**config.mk**
```make
export PLATFORM = sky130hd
export DESIGN_NAME = priority_scheduler_with_aging
export DESIGN_NICKNAME = d
export VERILOG_FILES = /design/src/hw/rtl/psa_pkg.sv /design/src/hw/rtl/psa_ram.sv /design/src/hw/rtl/priority_scheduler_with_aging.sv
export SDC_FILE = /design/constraint.sdc
export NUM_CORES = 1
export LEC_CHECK = 0
export BUFFER_PORTS_ARGS = -buffer_cell sky130_fd_sc_hd__buf_2
export CORE_AREA = 2 2 218 220
export CTS_BUF_LIST = sky130_fd_sc_hd__clkbuf_4
export DETAILED_ROUTE_END_ITERATION = 10
export DIE_AREA = 0 0 220 222
export PLACE_DENSITY = 0.81
export SLEW_MARGIN = 20
export SYNTH_ARGS = -nofsm -noshare
export SYNTH_HDL_FRONTEND = slang
export SYNTH_SLANG_ARGS = --single-unit
```
**constraint.sdc**
```tcl
create_clock -name clk -period 4.2 [get_ports clk]
set_input_delay 0.84 -clock clk [delete_from_list [all_inputs] [get_ports clk]]
set_output_delay 0.84 -clock clk [all_outputs]
set_load 0.1 [all_outputs]
```
**src/hw/rtl/psa_pkg.sv**
```systemverilog
// ----------------------------------------------------------------------------
// psa_pkg: shared constants of the priority scheduler with aging
// Default sizes, field widths and reset values used by the scheduler core
// and its port checker.
// ----------------------------------------------------------------------------
package psa_pkg;

  localparam int DEF_CAPACITY   = 16;
  localparam int DEF_ID_BITS    = 16;
  localparam int DEF_STAMP_BITS = 16;

  localparam int SEV_W      = 2;
  localparam int ARRIVE_W   = 2;
  localparam int MAX_WAIT_W = 8;
  localparam int OUT_ID_W   = 16;
  localparam int DROP_W     = 2;
  localparam int QCOUNT_W   = 5;

  localparam logic [MAX_WAIT_W-1:0] MAX_WAIT_RESET = 8'd3;

endpackage

```
**src/hw/rtl/psa_ram.sv**
```systemverilog
// ----------------------------------------------------------------------------
// psa_ram: generic single-clock RAM
// One write port and one read port with registered read data.
// ----------------------------------------------------------------------------
module psa_ram #(
  parameter int WIDTH = 8,
  parameter int DEPTH = 16
) (
  input  logic                     clk,
  input  logic                     we,
  input  logic [$clog2(DEPTH)-1:0] waddr,
  input  logic [WIDTH-1:0]         wdata,
  input  logic [$clog2(DEPTH)-1:0] raddr,
  output logic [WIDTH-1:0]         rdata
);

  logic [WIDTH-1:0] mem [DEPTH];

  always_ff @(posedge clk) begin
    if (we) begin
      mem[waddr] <= wdata;
    end
    rdata <= mem[raddr];
  end

endmodule

```
**src/hw/rtl/priority_scheduler_with_aging.sv**
```systemverilog
// ----------------------------------------------------------------------------
// priority_scheduler_with_aging: severity queue with an age limit
// A tick's result waits while the prior result is stalled on the output.
// One RAM read a cycle serves the age check, the search and the gap shift.
// Throughput: one tick per such pass; a new tick is taken while a result waits.
// Synchronous reset empties the queue, zeroes the tick, sets the next id to one
// and max_wait to three. Entry storage needs no clearing pass.
// ----------------------------------------------------------------------------
module priority_scheduler_with_aging #(
  parameter int CAPACITY   = psa_pkg::DEF_CAPACITY,
  parameter int ID_BITS    = psa_pkg::DEF_ID_BITS,
  parameter int STAMP_BITS = psa_pkg::DEF_STAMP_BITS
) (
  input  logic                          clk,
  input  logic                          rst,

  input  logic                          in_valid,
  output logic                          in_stall,
  input  logic [psa_pkg::ARRIVE_W-1:0]  arrival_count,
  input  logic [psa_pkg::SEV_W-1:0]     severity_a,
  input  logic [psa_pkg::SEV_W-1:0]     severity_b,
  input  logic [psa_pkg::SEV_W-1:0]     severity_c,

  output logic                          out_valid,
  input  logic                          out_stall,
  output logic                          served,
  output logic [psa_pkg::OUT_ID_W-1:0]  served_id,
  output logic [psa_pkg::SEV_W-1:0]     served_severity,
  output logic                          by_age,
  output logic [psa_pkg::DROP_W-1:0]    dropped,
  output logic [psa_pkg::QCOUNT_W-1:0]  queue_count,

  input  logic                          cfg_valid,
  output logic                          cfg_ready,
  input  logic [psa_pkg::MAX_WAIT_W-1:0] cfg_data
);

  localparam int IDX_W   = $clog2(CAPACITY);
  localparam int CNT_W   = $clog2(CAPACITY + 1);
  localparam int SEV_W   = psa_pkg::SEV_W;
  localparam int ENTRY_W = SEV_W + ID_BITS + STAMP_BITS;
  localparam logic [CNT_W-1:0] CAP_CNT = CNT_W'(CAPACITY);

  localparam logic [2:0] S_IDLE    = 3'd0;
  localparam logic [2:0] S_AGE_RD  = 3'd1;
  localparam logic [2:0] S_AGE_CHK = 3'd2;
  localparam logic [2:0] S_ADD     = 3'd3;
  localparam logic [2:0] S_SCAN    = 3'd4;
  localparam logic [2:0] S_SHIFT   = 3'd5;
  localparam logic [2:0] S_DONE    = 3'd6;

  logic [2:0]                        state;
  logic [CNT_W-1:0]                  count;
  logic [CNT_W-1:0]                  rp;
  logic [CNT_W-1:0]                  ppos;
  logic                              pv;
  logic                              aged;
  logic [psa_pkg::ARRIVE_W-1:0]      k;
  logic [psa_pkg::ARRIVE_W-1:0]      n;
  logic [SEV_W-1:0]                  sev_a;
  logic [SEV_W-1:0]                  sev_b;
  logic [SEV_W-1:0]                  sev_c;
  logic [STAMP_BITS-1:0]             tick;
  logic [ID_BITS-1:0]                next_id;
  logic [psa_pkg::MAX_WAIT_W-1:0]    max_wait;

  logic                              res_served;
  logic                              res_by_age;
  logic [ID_BITS-1:0]                res_id;
  logic [SEV_W-1:0]                  res_sev;
  logic [psa_pkg::DROP_W-1:0]        res_dropped;

  logic [CNT_W-1:0]                  best_pos;
  logic [SEV_W-1:0]                  best_sev;
  logic [ID_BITS-1:0]                best_id;

  logic                              ram_we;
  logic [IDX_W-1:0]                  ram_waddr;
  logic [ENTRY_W-1:0]                ram_wdata;
  logic [IDX_W-1:0]                  ram_raddr;
  logic [ENTRY_W-1:0]                ram_rdata;

  logic [SEV_W-1:0]                  rd_sev;
  logic [ID_BITS-1:0]                rd_id;
  logic [STAMP_BITS-1:0]             rd_stamp;
  logic [STAMP_BITS-1:0]             wait_ticks;
  logic                              issue;
  logic [CNT_W-1:0]                  pos_m1;
  logic [SEV_W-1:0]                  cur_sev;

  psa_ram #(
    .WIDTH (ENTRY_W),
    .DEPTH (CAPACITY)
  ) u_ram (
    .clk   (clk),
    .we    (ram_we),
    .waddr (ram_waddr),
    .wdata (ram_wdata),
    .raddr (ram_raddr),
    .rdata (ram_rdata)
  );

  assign rd_sev     = ram_rdata[ENTRY_W-1 -: SEV_W];
  assign rd_id      = ram_rdata[ID_BITS+STAMP_BITS-1 : STAMP_BITS];
  assign rd_stamp   = ram_rdata[STAMP_BITS-1:0];
  assign wait_ticks = tick - rd_stamp;
  assign issue      = (rp != count);
  assign pos_m1     = ppos - 1'b1;
  assign in_stall   = (state != S_IDLE);
  assign cfg_ready  = 1'b1;

  always_comb begin
    unique case (k)
      2'd0:    cur_sev = sev_a;
      2'd1:    cur_sev = sev_b;
      default: cur_sev = sev_c;
    endcase
  end

  always_comb begin
    ram_we    = 1'b0;
    ram_waddr = count[IDX_W-1:0];
    ram_wdata = {cur_sev, next_id, tick};
    ram_raddr = '0;
    unique case (state)
      S_ADD: begin
        ram_we = (k != n) && (count != CAP_CNT);
      end
      S_SCAN: begin
        ram_raddr = rp[IDX_W-1:0];
      end
      S_SHIFT: begin
        ram_raddr = rp[IDX_W-1:0];
        ram_we    = pv;
        ram_waddr = pos_m1[IDX_W-1:0];
        ram_wdata = ram_rdata;
      end
      default: begin
      end
    endcase
  end

  always_ff @(posedge clk) begin
    if (rst) begin
      max_wait <= psa_pkg::MAX_WAIT_RESET;
    end else if (cfg_valid && cfg_ready) begin
      max_wait <= cfg_data;
    end
  end

  always_ff @(posedge clk) begin
    if (rst) begin
      state     <= S_IDLE;
      count     <= '0;
      tick      <= '0;
      next_id   <= ID_BITS'(1);
      out_valid <= 1'b0;
      pv        <= 1'b0;
    end else begin
      if (out_valid && !out_stall && state != S_DONE) begin
        out_valid <= 1'b0;
      end
      unique case (state)
        S_IDLE: begin
          if (in_valid) begin
            n           <= arrival_count;
            sev_a       <= severity_a;
            sev_b       <= severity_b;
            sev_c       <= severity_c;
            k           <= '0;
            aged        <= 1'b0;
            res_served  <= 1'b0;
            res_by_age  <= 1'b0;
            res_id      <= '0;
            res_sev     <= '0;
            res_dropped <= '0;
            state       <= (count != '0) ? S_AGE_RD : S_ADD;
          end
        end
        S_AGE_RD: begin
          state <= S_AGE_CHK;
        end
        S_AGE_CHK: begin
          if (wait_ticks >= STAMP_BITS'(max_wait)) begin
            res_served <= 1'b1;
            res_by_age <= 1'b1;
            res_id     <= rd_id;
            res_sev    <= rd_sev;
            aged       <= 1'b1;
            rp         <= CNT_W'(1);
            pv         <= 1'b0;
            state      <= S_SHIFT;
          end else begin
            state <= S_ADD;
          end
        end
        S_ADD: begin
          if (k == n) begin
            if (aged || count == '0) begin
              state <= S_DONE;
            end else begin
              rp    <= '0;
              pv    <= 1'b0;
              state <= S_SCAN;
            end
          end else begin
            if (count != CAP_CNT) begin
              count   <= count + 1'b1;
              next_id <= next_id + 1'b1;
            end else begin
              res_dropped <= res_dropped + 1'b1;
            end
            k <= k + 1'b1;
          end
        end
        S_SCAN: begin
          if (pv && (ppos == '0 || rd_sev > best_sev)) begin
            best_pos <= ppos;
            best_sev <= rd_sev;
            best_id  <= rd_id;
          end
          pv   <= issue;
          ppos <= rp;
          if (issue) begin
            rp <= rp + 1'b1;
          end
          if (!issue && !pv) begin
            res_served <= 1'b1;
            res_id     <= best_id;
            res_sev    <= best_sev;
            rp         <= best_pos + 1'b1;
            state      <= S_SHIFT;
          end
        end
        S_SHIFT: begin
          pv   <= issue;
          ppos <= rp;
          if (issue) begin
            rp <= rp + 1'b1;
          end
          if (!issue && !pv) begin
            count <= count - 1'b1;
            state <= aged ? S_ADD : S_DONE;
          end
        end
        S_DONE: begin
          if (!out_valid || !out_stall) begin
            served          <= res_served;
            served_id       <= psa_pkg::OUT_ID_W'(res_id);
            served_severity <= res_sev;
            by_age          <= res_by_age;
            dropped         <= res_dropped;
            queue_count     <= psa_pkg::QCOUNT_W'(count);
            out_valid       <= 1'b1;
            tick            <= tick + 1'b1;
            state           <= S_IDLE;
          end
        end
        default: begin
          state <= S_IDLE;
        end
      endcase
    end
  end

endmodule

```
======== Word-level counts from Yosys, hierarchy flattened ========
Memory sizes are Yosys's and may differ from the RTL's. A register that Yosys moved wholly into a read port is not among the register bits.
Cells that the tools add are included.
cells by class
  equal/unequal tests ..................... 22
  reductions and logical operators ........ 39
  muxes and demuxes ....................... 52
  $add $sub $neg .......................... 10
  $lt $le $gt $ge ......................... 2
  bitwise operators ....................... 2
operator list
  kind                                                                   count
  16-bit two-way mux                                                     3
  16-bit one-hot mux with 3 select lines                                 1
  5-bit two-way mux                                                      8
  34-bit two-way mux                                                     1
  16-bit by 1-bit adder with 16-bit output, second input constant        2
  3-bit two-way mux                                                      7
  3-bit one-hot mux with 7 select lines                                  1
  2-bit inequality test, second input constant                           10
  5-bit one-hot mux with 4 select lines                                  1
  5-bit AND reduction                                                    4
  16-bit by 8-bit >= comparator with 1-bit output                        1
  2-bit two-way mux                                                      8
  4-bit AND reduction                                                    4
  16-bit subtractor                                                      1
  5-bit by 1-bit adder with 5-bit output, second input constant          3
  2-bit one-hot mux with 2 select lines                                  3
  3-bit AND reduction                                                    4
  1-bit two-way mux                                                      11
  5-bit zero test                                                        2
  5-bit one-hot mux with 2 select lines                                  1
  3-bit equality test, second input constant                             3
  3-bit nonzero test                                                     3
  4-bit two-way mux                                                      2
  3-bit by 2-bit equality test with 1-bit output, second input constant  2
  other kinds (25)                                                       41
word-level totals
  input bits .............................. 21
  output and inout bits ................... 30
  word-level logic and storage cells ...... 156
  memory bits (writable) .................. 544
  memories ................................ 1
  flip-flop bits (word level) ............. 142
memory list
  name       words  bits a word  read ports  clocked after Yosys merged registers in  write ports  RTL line       source
  u_ram.mem  16     34           1           1                                        1            psa_ram.sv:17  logic [WIDTH-1:0] mem [DEPTH];

======== Logic depth before layout (Yosys ltp) ========
  depth after elaboration ................. 6
  mapped depth ............................ 15
  depth with buffers taken out ............ 15

======== Hierarchy ========
A second synthesis with hierarchy kept.
second synthesis, totals
  cells, all modules ...................... 1,642
  area total of the unflattened synthesis .. 28,579.9 sq um
modules (own cells, without submodules)
  module                         cells each  area an instance (sq um)  sequential area each (sq um)  times used
  psa_ram                        888         21,076.5                  17,016.3                      1
  priority_scheduler_with_aging  754         7,503.4                   3,763.6                       1

======== Worst setup path before layout ========
No wires, ideal clock.
  kind .................................... reg-to-reg
  from .................................... register tick[0]
  to ...................................... register res_id[0] (enable)
  data arrival time ....................... 3,368 ps
  setup time .............................. 401 ps
  slack ................................... 431 ps
  cell stages (with the launch flop) ...... 15
  cell sequence ........................... dfxtp_1 inv_1 ha_1 fa_1 nand2b_1 a21oi_1 nor2_1 xnor2_1 ha_1 and4_1 a32oi_1 nand4_1 or4_4 nand2_1 a21oi_1
between the ends
  longest elaborated chain between the ends .. 4
ends and longest elaborated chain
  item                                             RTL line                              source
  from (decl)                                      priority_scheduler_with_aging.sv:63   logic [STAMP_BITS-1:0] tick;
  from (signal assigned)                           priority_scheduler_with_aging.sv:255  tick <= tick + 1'b1;
  16-bit subtractor                                priority_scheduler_with_aging.sv:106  assign wait_ticks = tick - rd_stamp;
  16-bit by 8-bit >= comparator with 1-bit output  priority_scheduler_with_aging.sv:184  if (wait_ticks >= STAMP_BITS'(max_wait)) begin
  2-bit inequality test (no source line)           -
  5-bit AND reduction (no source line)             -
  to (signal assigned)                             priority_scheduler_with_aging.sv:187  res_id <= rd_id;
  to (signal assigned)                             priority_scheduler_with_aging.sv:229  res_id <= best_id;
  to (decl)                                        priority_scheduler_with_aging.sv:69   logic [ID_BITS-1:0] res_id;
No other way between the ends.
A chain may end at the register's enable or synchronous reset.

======== Final worst setup path ========
  from .................................... register tick[0]
  to ...................................... register res_id[14] (enable)
The elaborated chain is that of the path after synthesis.

==> metrics.txt <==
# TYPE chip_impl_metric gauge
chip_impl_metric{name="die_area",unit="um^2"} 48800
chip_impl_metric{name="hpwlAfterDp",unit="um"} 40200
chip_impl_metric{name="post_synth_instance_area",unit="um^2"} 29900
chip_impl_metric{name="yosysSeqAreaShare",unit="%"} 69.5
chip_impl_metric{name="die_width",unit="um"} 220
chip_impl_metric{name="syn-instance-count",unit=""} 2214
chip_impl_metric{name="slew_headroom",unit="%"} 32.0
chip_impl_metric{name="design.portCount",unit=""} 51
chip_impl_info{name="synth_commonest_cells",value="edfxtp_1 (636), nand2_1 (256), o21ai_0 (175)"} 1
chip_impl_metric{name="timing.hold.worst_path_depth",unit=""} 1
chip_impl_metric{name="chipHeight",unit="um"} 222
chip_impl_metric{name="wire_length_of_the_first_global_routing_pass",unit="um"} 110000
chip_impl_metric{name="min_period",unit="ps"} 3940
chip_impl_metric{name="slew_viol_final",unit=""} 0
chip_impl_metric{name="synth-seq-cells",unit=""} 720
chip_impl_info{name="startpoint_type",value="register"} 1
chip_impl_info{name="cts_tree",value="yes"} 1
chip_impl_metric{name="mappedNetlistNets",unit=""} 2275
chip_impl_metric{name="post_route_clock_period_utilization",unit="%"} 93.7
chip_impl_metric{name="area_growth_syn_to_layout",unit="%"} 12.1
chip_impl_metric{name="detail_route.first_pass.iterations",unit=""} 5
chip_impl_metric{name="grt_start_max_net_pins",unit=""} 141
chip_impl_metric{name="postSynthAreaPerCell",unit="um^2"} 13.5
chip_impl_info{name="cell_chain_of_the_critical_path",value="inv_1 > ha_1 > fa_1 > nand2b_1 > a21oi_1 > nor2_1 > xnor2_1 > ha_1 > a21oi_1 > o31ai_1 > a2111oi_2 > o2111ai_1 > or4_4 > nand2_1 > a21oi_4"} 1
chip_impl_metric{name="port_buffers",unit=""} 49
chip_impl_metric{name="worst_pin_slew",unit="ps"} 1010
chip_impl_metric{name="timing_hold_violations_final",unit=""} 0
chip_impl_metric{name="power.ir.vdd_worst",unit="mV"} 0.504
chip_impl_metric{name="power_density",unit="nW/um^2"} 541
chip_impl_metric{name="post_cts_hold_buffer_count",unit=""} 0
chip_impl_metric{name="asyncSetResetFlopFracSynth",unit="%"} 0
chip_impl_metric{name="drtIter0Drc",unit=""} 2383
chip_impl_metric{name="cell_internal_pwr",unit="mW"} 12.6
chip_impl_metric{name="vias",unit=""} 19600
chip_impl_metric{name="clock_sinks",unit=""} 720
chip_impl_metric{name="drv_cap",unit=""} 0
chip_impl_metric{name="cts_buffers",unit=""} 170
chip_impl_info{name="rsz0062_at_grt",value="false"} 1
chip_impl_metric{name="worst_ep_arrival_time",unit="ps"} 4510
chip_impl_metric{name="worst-path-stages",unit=""} 15
chip_impl_info{name="synth_most_common_cell",value="edfxtp_1"} 1
chip_impl_metric{name="drt_drc_violations_left",unit=""} 0
chip_impl_metric{name="starting_density",unit="%"} 64.6
chip_impl_metric{name="timing.setup.tns",unit="ps"} 0
chip_impl_metric{name="route.detailed.wl_per_inst",unit="um"} 23.1
chip_impl_info{name="worstSetupPathType",value="register to register"} 1
chip_impl_metric{name="final_layout_size_suffix_gt1_share",unit="%"} 21.4
chip_impl_metric{name="fmax",unit="MHz"} 254
chip_impl_metric{name="core_region_area",unit="um^2"} 46300
chip_impl_metric{name="timing.clock.skew",unit="ps"} 64.7
chip_impl_info{name="yosys-top-cells-area",value="edfxtp_1 (64%), dfxtp_1 (5.6%), mux2_2 (3.9%)"} 1
chip_impl_metric{name="clkLatencyLatePin",unit="ps"} 910
chip_impl_info{name="timing.critical_path.slowest_stage_cell",value="or4_4"} 1
chip_impl_info{name="status",value="complete, no violations"} 1
chip_impl_metric{name="r2r_cells",unit=""} 15
chip_impl_metric{name="viasPerCell",unit=""} 6.26
chip_impl_metric{name="power_frac_clock",unit="%"} 31.4
chip_impl_metric{name="power_leakage",unit="nW"} 11.8
chip_impl_metric{name="routed_wl",unit="um"} 72100
chip_impl_metric{name="combPwrFrac",unit="%"} 20.6
chip_impl_metric{name="post_dp_cell_area",unit="um^2"} 31300
chip_impl_metric{name="grt_overflow",unit=""} 0
chip_impl_metric{name="gp_congestion",unit=""} 0.879
chip_impl_metric{name="critical_path.n_buffers_inverters",unit=""} 1
chip_impl_info{name="critical_path.top_delay_family",value="compound AO/OA/AOI/OAI gates"} 1
chip_impl_metric{name="setup_violations",unit=""} 0
chip_impl_metric{name="ant_nets",unit=""} 0
chip_impl_info{name="min_path_type",value="input port to register"} 1
chip_impl_info{name="synth_ff_type",value="edfxtp_1"} 1
chip_impl_metric{name="final.fill_count",unit=""} 2909
chip_impl_metric{name="clk_path_buf_depth",unit=""} 3
chip_impl_metric{name="gr-usage-all-layers",unit="%"} 30.0
chip_impl_metric{name="synth_top_cell_area_share",unit="%"} 63.9
chip_impl_metric{name="grt_pass1_vias",unit=""} 19700
chip_impl_metric{name="p_sw",unit="mW"} 5.51
chip_impl_metric{name="yosys_warnings",unit=""} 0
chip_impl_metric{name="netlist-cell-type-count",unit=""} 65
chip_impl_info{name="cts_root_buf",value="clkbuf_4"} 1
chip_impl_metric{name="power.share.sequential",unit="%"} 48.0
chip_impl_metric{name="row_count",unit=""} 79
chip_impl_info{name="critPathCaptureType",value="register"} 1
chip_impl_metric{name="required",unit="ps"} 4780
chip_impl_metric{name="clkSlewWorstSetupHoldPaths",unit="ps"} 70
chip_impl_metric{name="layout.nets",unit=""} 2434
chip_impl_metric{name="power.switching_fraction",unit="%"} 30.4
chip_impl_metric{name="cts_setup_buffers",unit=""} 0
chip_impl_metric{name="worstPathMaxFanout",unit=""} 19
chip_impl_metric{name="final_core_util",unit="%"} 72.5
chip_impl_metric{name="htree_levels",unit=""} 4
chip_impl_metric{name="fin_area",unit="um^2"} 33500
chip_impl_metric{name="critical_path.max_stage_delay",unit="ps"} 490
chip_impl_info{name="synthDominantAreaCellType",value="edfxtp_1"} 1
chip_impl_metric{name="synth_enable_flop_cells",unit=""} 636
chip_impl_metric{name="number_of_antenna_violations_at_the_first_check_in_global_routing",unit=""} 1
-- per-layer routing --
metal | vias up | share of wire, % | track usage [%] | wire [um]
met5 | - | 0 | 0 | 0
met4 | 0 | 3.7 | 13.9 | 2630
met3 | 209 | 12 | 8.11 | 8320
met2 | 1204 | 47 | 47.1 | 34000
met1 | 9433 | 38 | 39.3 | 27100
li1 | 8713 | - | - | -
-- cell type report --
class / count / area [um^2] / area share [%]
flip-flops and latches: 720 / 20800 / 62.0
inverters: 46 / 173 / 0.515
diodes: 1 / 2.50 / 0.00747
clock buffers: 260 / 1950 / 5.82
repair buffers: 119 / 946 / 2.82
multi-input cells: 1316 / 8610 / 25.7
clock inverters: 53 / 302 / 0.900
well taps: 607 / 759 / 2.27
-- repair_timing --
| item | in CTS | in global routing |
|---|---|---|
| resized for setup | 0 | 1 |
| endpoints found under the hold margin | 0 | 0 |
| setup endpoints to repair | 0 | 19 |
-- metrics by stage --
stage	cells	setup slack [ps]	hold slack (ps)	total power, mW
2_1_floorplan	2214	431	400	11.3
3_3_place_gp	2808	357	401	12.3
3_5_place_dp	2808	213	406	12.5
4_1_cts	3121	192	83.8	18.1
5_1_grt	3122	52.2	104	18.9
6_report	3122	265	147	18.1
-- path summary, 6_finish.rpt --
check,slack [ps],endpoint,from
setup / recovery,260,res_id[14],tick[0]
hold / removal,150,sev_c[1],severity_c[1]
hold reg to reg,410,served_id[15],res_id[15]
setup reg to reg,260,res_id[14],tick[0]
-- cells in the final DEF (no fill, tap or decap), types with 5 or more instances in the layout --
cell type,count
xnor2_1,25
edfxtp_1,636
mux2_2,103
a22o_1,17
nand3_1,51
xor2_1,30
nand2_1,252
a21o_1,10
clkbuf_4,260
o31ai_1,36
nand4_1,12
dfxtp_1,84
buf_2,49
clkinv_1,38
o21a_1,5
clkinvlp_4,5
nor2_4,17
mux2i_1,81
inv_1,46
nor3_1,9
or3_1,5
buf_4,56
buf_12,14
a21oi_1,167
nor2b_1,44
nor2_1,80
o211ai_1,7
o21ai_0,175
a211oi_1,71
and3_1,7
ha_1,37
-- power groups by stage --
| stage | registers (mW) | clock network (mW) | logic (mW) |
|---|---|---|---|
| finish | 8.70 | 5.70 | 3.74 |
| global route | 8.72 | 6.16 | 4.06 |
| CTS | 8.68 | 5.78 | 3.67 |
| detailed placement | 8.83 | 0 | 3.64 |
| global placement | 8.80 | 0 | 3.53 |
| floorplan | 8.72 | 0 | 2.55 |
-- worst register-to-register path, cell delays in order, from the launching register on --
cell and delay (ps):
dfxtp_1 370, inv_1 90, ha_1 220, fa_1 400, nand2b_1 180, a21oi_1 290
nor2_1 90, xnor2_1 130, ha_1 180, a21oi_1 140, o31ai_1 100, a2111oi_2 390
o2111ai_1 170, or4_4 490, nand2_1 160, a21oi_4 190
-- registers in the layout, indices dropped and copies added, names as in the netlist, 3 cells and up --
name,flops
u_ram.mem,544
u_ram.rdata,34
best_id,16
next_id,16
res_id,16
served_id,16
tick,16
max_wait,8
best_pos,5
count,5
ppos,5
queue_count,5
rp,5
state,3
-- logic make-up after synthesis --
family,share of synthesized area [%]
muxes,6.59
and+or+nand+nor,7.57
adders and majority gates,1.72
AOI/OAI and AO/OA,10.7
xor gates and xnor gates,1.61
DFF,69.5
other,0.0125
buffers and inverters,2.29
(Power assumes the default switching activity.)
